### src/rtl/ghal_pkg.sv
// ----------------------------------------------------------------------------
// ghal_pkg
// shared types and codes of the generational handle allocator
// ----------------------------------------------------------------------------
package ghal_pkg;

    // fixed handle layout: index in the low bits, generation above it
    localparam int HANDLE_W    = 32;
    localparam int HIDX_W      = 19;
    localparam int HGEN_W      = 13;
    localparam int LIVE_W      = 11;
    localparam int CMP_W       = 20;

    localparam logic [1:0] MODE_ALLOC   = 2'd0;
    localparam logic [1:0] MODE_RELEASE = 2'd1;
    localparam logic [1:0] MODE_CHECK   = 2'd2;
    localparam logic [1:0] MODE_CLEAR   = 2'd3;

    localparam logic [1:0] STATUS_OK        = 2'd0;
    localparam logic [1:0] STATUS_FULL      = 2'd1;
    localparam logic [1:0] STATUS_BAD_FREE  = 2'd2;

    typedef struct packed {
        logic [1:0]          mode;
        logic [HANDLE_W-1:0] handle_in;
    } req_t;

    typedef struct packed {
        logic [HANDLE_W-1:0] handle_out;
        logic                is_valid;
        logic [1:0]          status;
        logic [LIVE_W-1:0]   live_count;
    } rsp_t;

    // controller to datapath
    typedef struct packed {
        logic load;
        logic pop;
        logic emit;
    } cmd_t;

    // datapath to controller
    typedef struct packed {
        logic pop_needed;
        logic rsp_free;
    } stat_t;

    typedef enum logic [2:0] {
        S_IDLE = 3'b001,
        S_POP  = 3'b010,
        S_EMIT = 3'b100
    } state_t;

endpackage

### src/rtl/ghal_ctrl.sv
// ----------------------------------------------------------------------------
// ghal_ctrl
// sequencing state machine: accept, optional stack pop, emit
// ----------------------------------------------------------------------------
module ghal_ctrl (
    input  logic            clk,
    input  logic            rst_n,
    input  logic            req_valid,
    output logic            req_ready,
    input  ghal_pkg::stat_t stat,
    output ghal_pkg::cmd_t  cmd
);

    ghal_pkg::state_t state_reg;
    ghal_pkg::state_t state_next;

    always_comb
    begin
        state_next = state_reg;
        req_ready  = 1'b0;
        cmd        = '0;
        case (state_reg)
            ghal_pkg::S_IDLE:
            begin
                req_ready = 1'b1;
                if (req_valid)
                begin
                    cmd.load   = 1'b1;
                    state_next = stat.pop_needed ? ghal_pkg::S_POP : ghal_pkg::S_EMIT;
                end
            end
            ghal_pkg::S_POP:
            begin
                cmd.pop    = 1'b1;
                state_next = ghal_pkg::S_EMIT;
            end
            ghal_pkg::S_EMIT:
            begin
                // hold until the response register can take the transaction
                if (stat.rsp_free)
                begin
                    cmd.emit   = 1'b1;
                    state_next = ghal_pkg::S_IDLE;
                end
            end
            default:
            begin
                state_next = ghal_pkg::S_IDLE;
            end
        endcase
    end

    always_ff @(posedge clk or negedge rst_n)
    begin
        if (!rst_n)
        begin
            state_reg <= ghal_pkg::S_IDLE;
        end
        else
        begin
            state_reg <= state_next;
        end
    end

endmodule

### config.mk
export PLATFORM = sky130hd
export DESIGN_NAME = ghal_ctrl
export DESIGN_NICKNAME = d
export VERILOG_FILES = /design/src/rtl/ghal_pkg.sv /design/src/rtl/ghal_ctrl.sv
export SDC_FILE = /design/constraint.sdc
export NUM_CORES = 1
export LEC_CHECK = 0
export BUFFER_PORTS_ARGS = -buffer_cell sky130_fd_sc_hd__clkbuf_2
export CORE_AREA = 4 4 41 43
export DETAILED_ROUTE_END_ITERATION = 8
export DIE_AREA = 0 0 45 47
export SYNTH_ARGS = -nofsm -noshare
export SYNTH_HDL_FRONTEND = slang
export SYNTH_SLANG_ARGS = --single-unit
### constraint.sdc
create_clock -name clk -period 1.6 [get_ports clk]
set_input_delay 0.4 -clock clk [delete_from_list [all_inputs] [get_ports clk]]
set_output_delay 0.4 -clock clk [all_outputs]
set_load 0.01 [all_outputs]
==> impl_metrics.yaml <==
run_status:
  status: "finished clean"
routing:
  drc: 0
  wirelength_um: 468
  wire_per_inst_um: 11.1
  via_per_inst: 3.71
  first_pass_iters: 1
  drt_iter0_drc: 0
  ant_nets: 0
  vias: 156
setup_path:
  path_cells: "and4bb_4 > buf_2"
  crit_family: "flip-flops"
  crit_arrival_ps: 1160
  cp_data_required_time_ps: 1200
  crit_buf_inv: 1
  max_stage_delay_ps: 570
  cp_max_fo: 6
  worstSetupPathType: "flop to output port"
  crit_slowest_cell: "dfstp_2"
  crit_path_start_kind: "flop"
  end_kind: "output port"
synthesis:
  seq_area_frac_synth_pct: 46.6
  synth_cell_types: 12
  synth_compound_area_share_pct: 5.34
  syn_area_um2: 164
  synth_fp_nets: 18
  yosys.area_share.adder_pct: 0
  synth_seq_cells: 3
  synth_top_family_by_area: "simple AND/OR/NAND/NOR gates"
  yosysWarnings: 0
  synth_mux_area_share_pct: 0
  synth-simple-area-share_pct: 48.1
  syn-mean-instance-area_um2: 12.6
  syn_inst: 13
  synth_xor_area_share_pct: 0
timing:
  relSlewSlack_pct: 73.8
  setup_viol: 0
  final_max_slew_viol_count: 0
  worstMarginPinSlew_ps: 387
  setup_tns_ps: 0
  skew_ps: 6.54
  finalHoldViolations: 0
  fmax_ghz: 0.641
  fin_crit_sh_pct: 97.5
  rsz0062_at_grt: "true"
  timing.final.ws_setup_ps: 40.4
  whs_ps: 400
  finalCriticalPeriod_ps: 1560
placed_design:
  pre_cts_ws_ps: 241
  io_buffers: 8
  routabilityCongestion: 0.619
global_route:
  track_usage_pct: 5.78
  grt_start_max_net_pins: 7
  grt_pass1_wl_um: 848
  antenna_found_initial: 0
  grt_overflow: 0
  grt_pass1_vias: 177
pwr:
  switching_share_pct: 32.1
  clockPowerShare_pct: 29.5
  power.internal_mw: 0.300
  seqPwrFrac_pct: 35.0
  p_sw_mw: 0.141
  total_power_mw: 0.441
  p_per_area_mw_per_mm2: 1650
  peakVddDrop_v: 0.000504
  pwr-share-comb_pct: 35.5
  leakagePower_nw: 0.130
die:
  initial_core_util_pct: 12.6
  ioPinCount: 9
  die_area_mm2: 0.00212
  coreArea_mm2: 0.00130
  die_w_um: 45
  rows: 13
  die_y_um: 47
clock_tree:
  cts_buffers: 3
  clk_pin_slew_ps: 30
  cts_tree: "built"
  cts.path.max_buffers: 2
  cts_root_buf: "clkbuf_4"
  h-tree-depth: 1
  worstSkewPairLatency_ps: 230
  clkSinkCount: 3
cells_and_area:
  syn_to_final_growth_pct: 62.6
  nets: 33
  drive_above_1_share_pct: 55.6
  diodes: 0
  largest_reg_flops: 3
worst_hold_path:
  hold_class: "input port to flop"
run:
  maxCapViolations: 0
layout by cell type, fill, tap and decap left out, drive strengths merged:
master / instances
nor2: 1
a211o: 1
and2: 1
nor4bb: 1
dlygate4sd3: 1
and4bb: 1
dfstp: 1
nor3b: 2
clkbuf: 11
nor3: 1
and3b: 1
dfrtp: 2
nor4b: 1
buf: 2
area by class of cell:
class                           count  area, µm²
Timing Repair Buffer               10       57.6
Tap cell                           15       18.8
Clock buffer                        4       26.3
Multi-Input combinational cell     10       87.6
Sequential cell                     3       76.3
Fill cell                         156       1030
layer usage:
metal | vias up | part of all wire, % | track usage [%]
met5 | - | 0 | 0
met3 | 0 | 6.0 | 3.83
met1 | 68 | 51 | 7.08
met2 | 7 | 43 | 8.19
met4 | 0 | 0 | 1.75
li1 | 81 | - | -
worst paths after layout:
| check | slack [ps] | endpoint | cells past startpoint | start |
|---|---|---|---|---|
| hold / removal | 400 | state_reg[1] | 2 | stat[1] |
| setup / recovery | 40 | cmd[2] | 2 | state_reg[0] |
| max in group asynchronous | 880 | state_reg[0] | 2 | rst_n |
| setup reg to reg | 510 | state_reg[1] | 3 | state_reg[0] |
| hold reg to reg | 680 | state_reg[0] | 2 | state_reg[1] |
| min in group asynchronous | 510 | state_reg[2] | 2 | rst_n |
logic make-up (layout without fill, tap and decap cells):
| group | Yosys count | count (layout) |
|---|---|---|
| buffers and inverters | 0 | 14 |
| AOI/OAI and AO/OA | 1 | 1 |
| and+or+nand+nor | 9 | 9 |
| DFF | 3 | 3 |
stage by stage:
stage	area, µm²	std cells	util (%)
2_1_floorplan	164	13	-
3_3_place_gp	223	36	17.1
3_5_place_dp	223	36	17.1
4_1_cts	259	41	19.9
5_1_grt	267	42	20.5
6_report	267	42	20.5
worst register-to-register path, stage by stage, from the launching register on:
cell and delay (ps):
dfstp_2 570, and4bb_4 240, buf_4 110, and2_1 110
timing repair:
item | CTS | global route
hold endpoints to repair | 2 | 0
setup endpoints to repair | 0 | 2
hold buffers | 1 | 0
resized for setup | 0 | 1
buffers inserted | 0 | 1
cells in the mapped netlist:
cell type / count / area share (%)
dfstp_2: 1 / 16
and4bb_4: 1 / 9.9
nor3_1: 1 / 3.1
nor3b_2: 1 / 7.6
and3b_1: 1 / 5.3
a211o_1: 1 / 5.3
nor3b_1: 1 / 4.6
nor4bb_1: 1 / 6.1
nor4b_1: 1 / 5.3
and2_1: 1 / 3.8
nor2_1: 1 / 2.3
dfrtp_1: 2 / 31
power by group through the flow:
stage               combinational (mW)  sequential (mW)  clock [mW]
finish                           0.157            0.154       0.130
global route                     0.171            0.160       0.151
CTS                              0.145            0.154       0.136
detailed placement               0.140            0.154           0
global placement                 0.139            0.157           0
floorplan                       0.0946            0.144           0
Power figures use the tool's default switching activity.
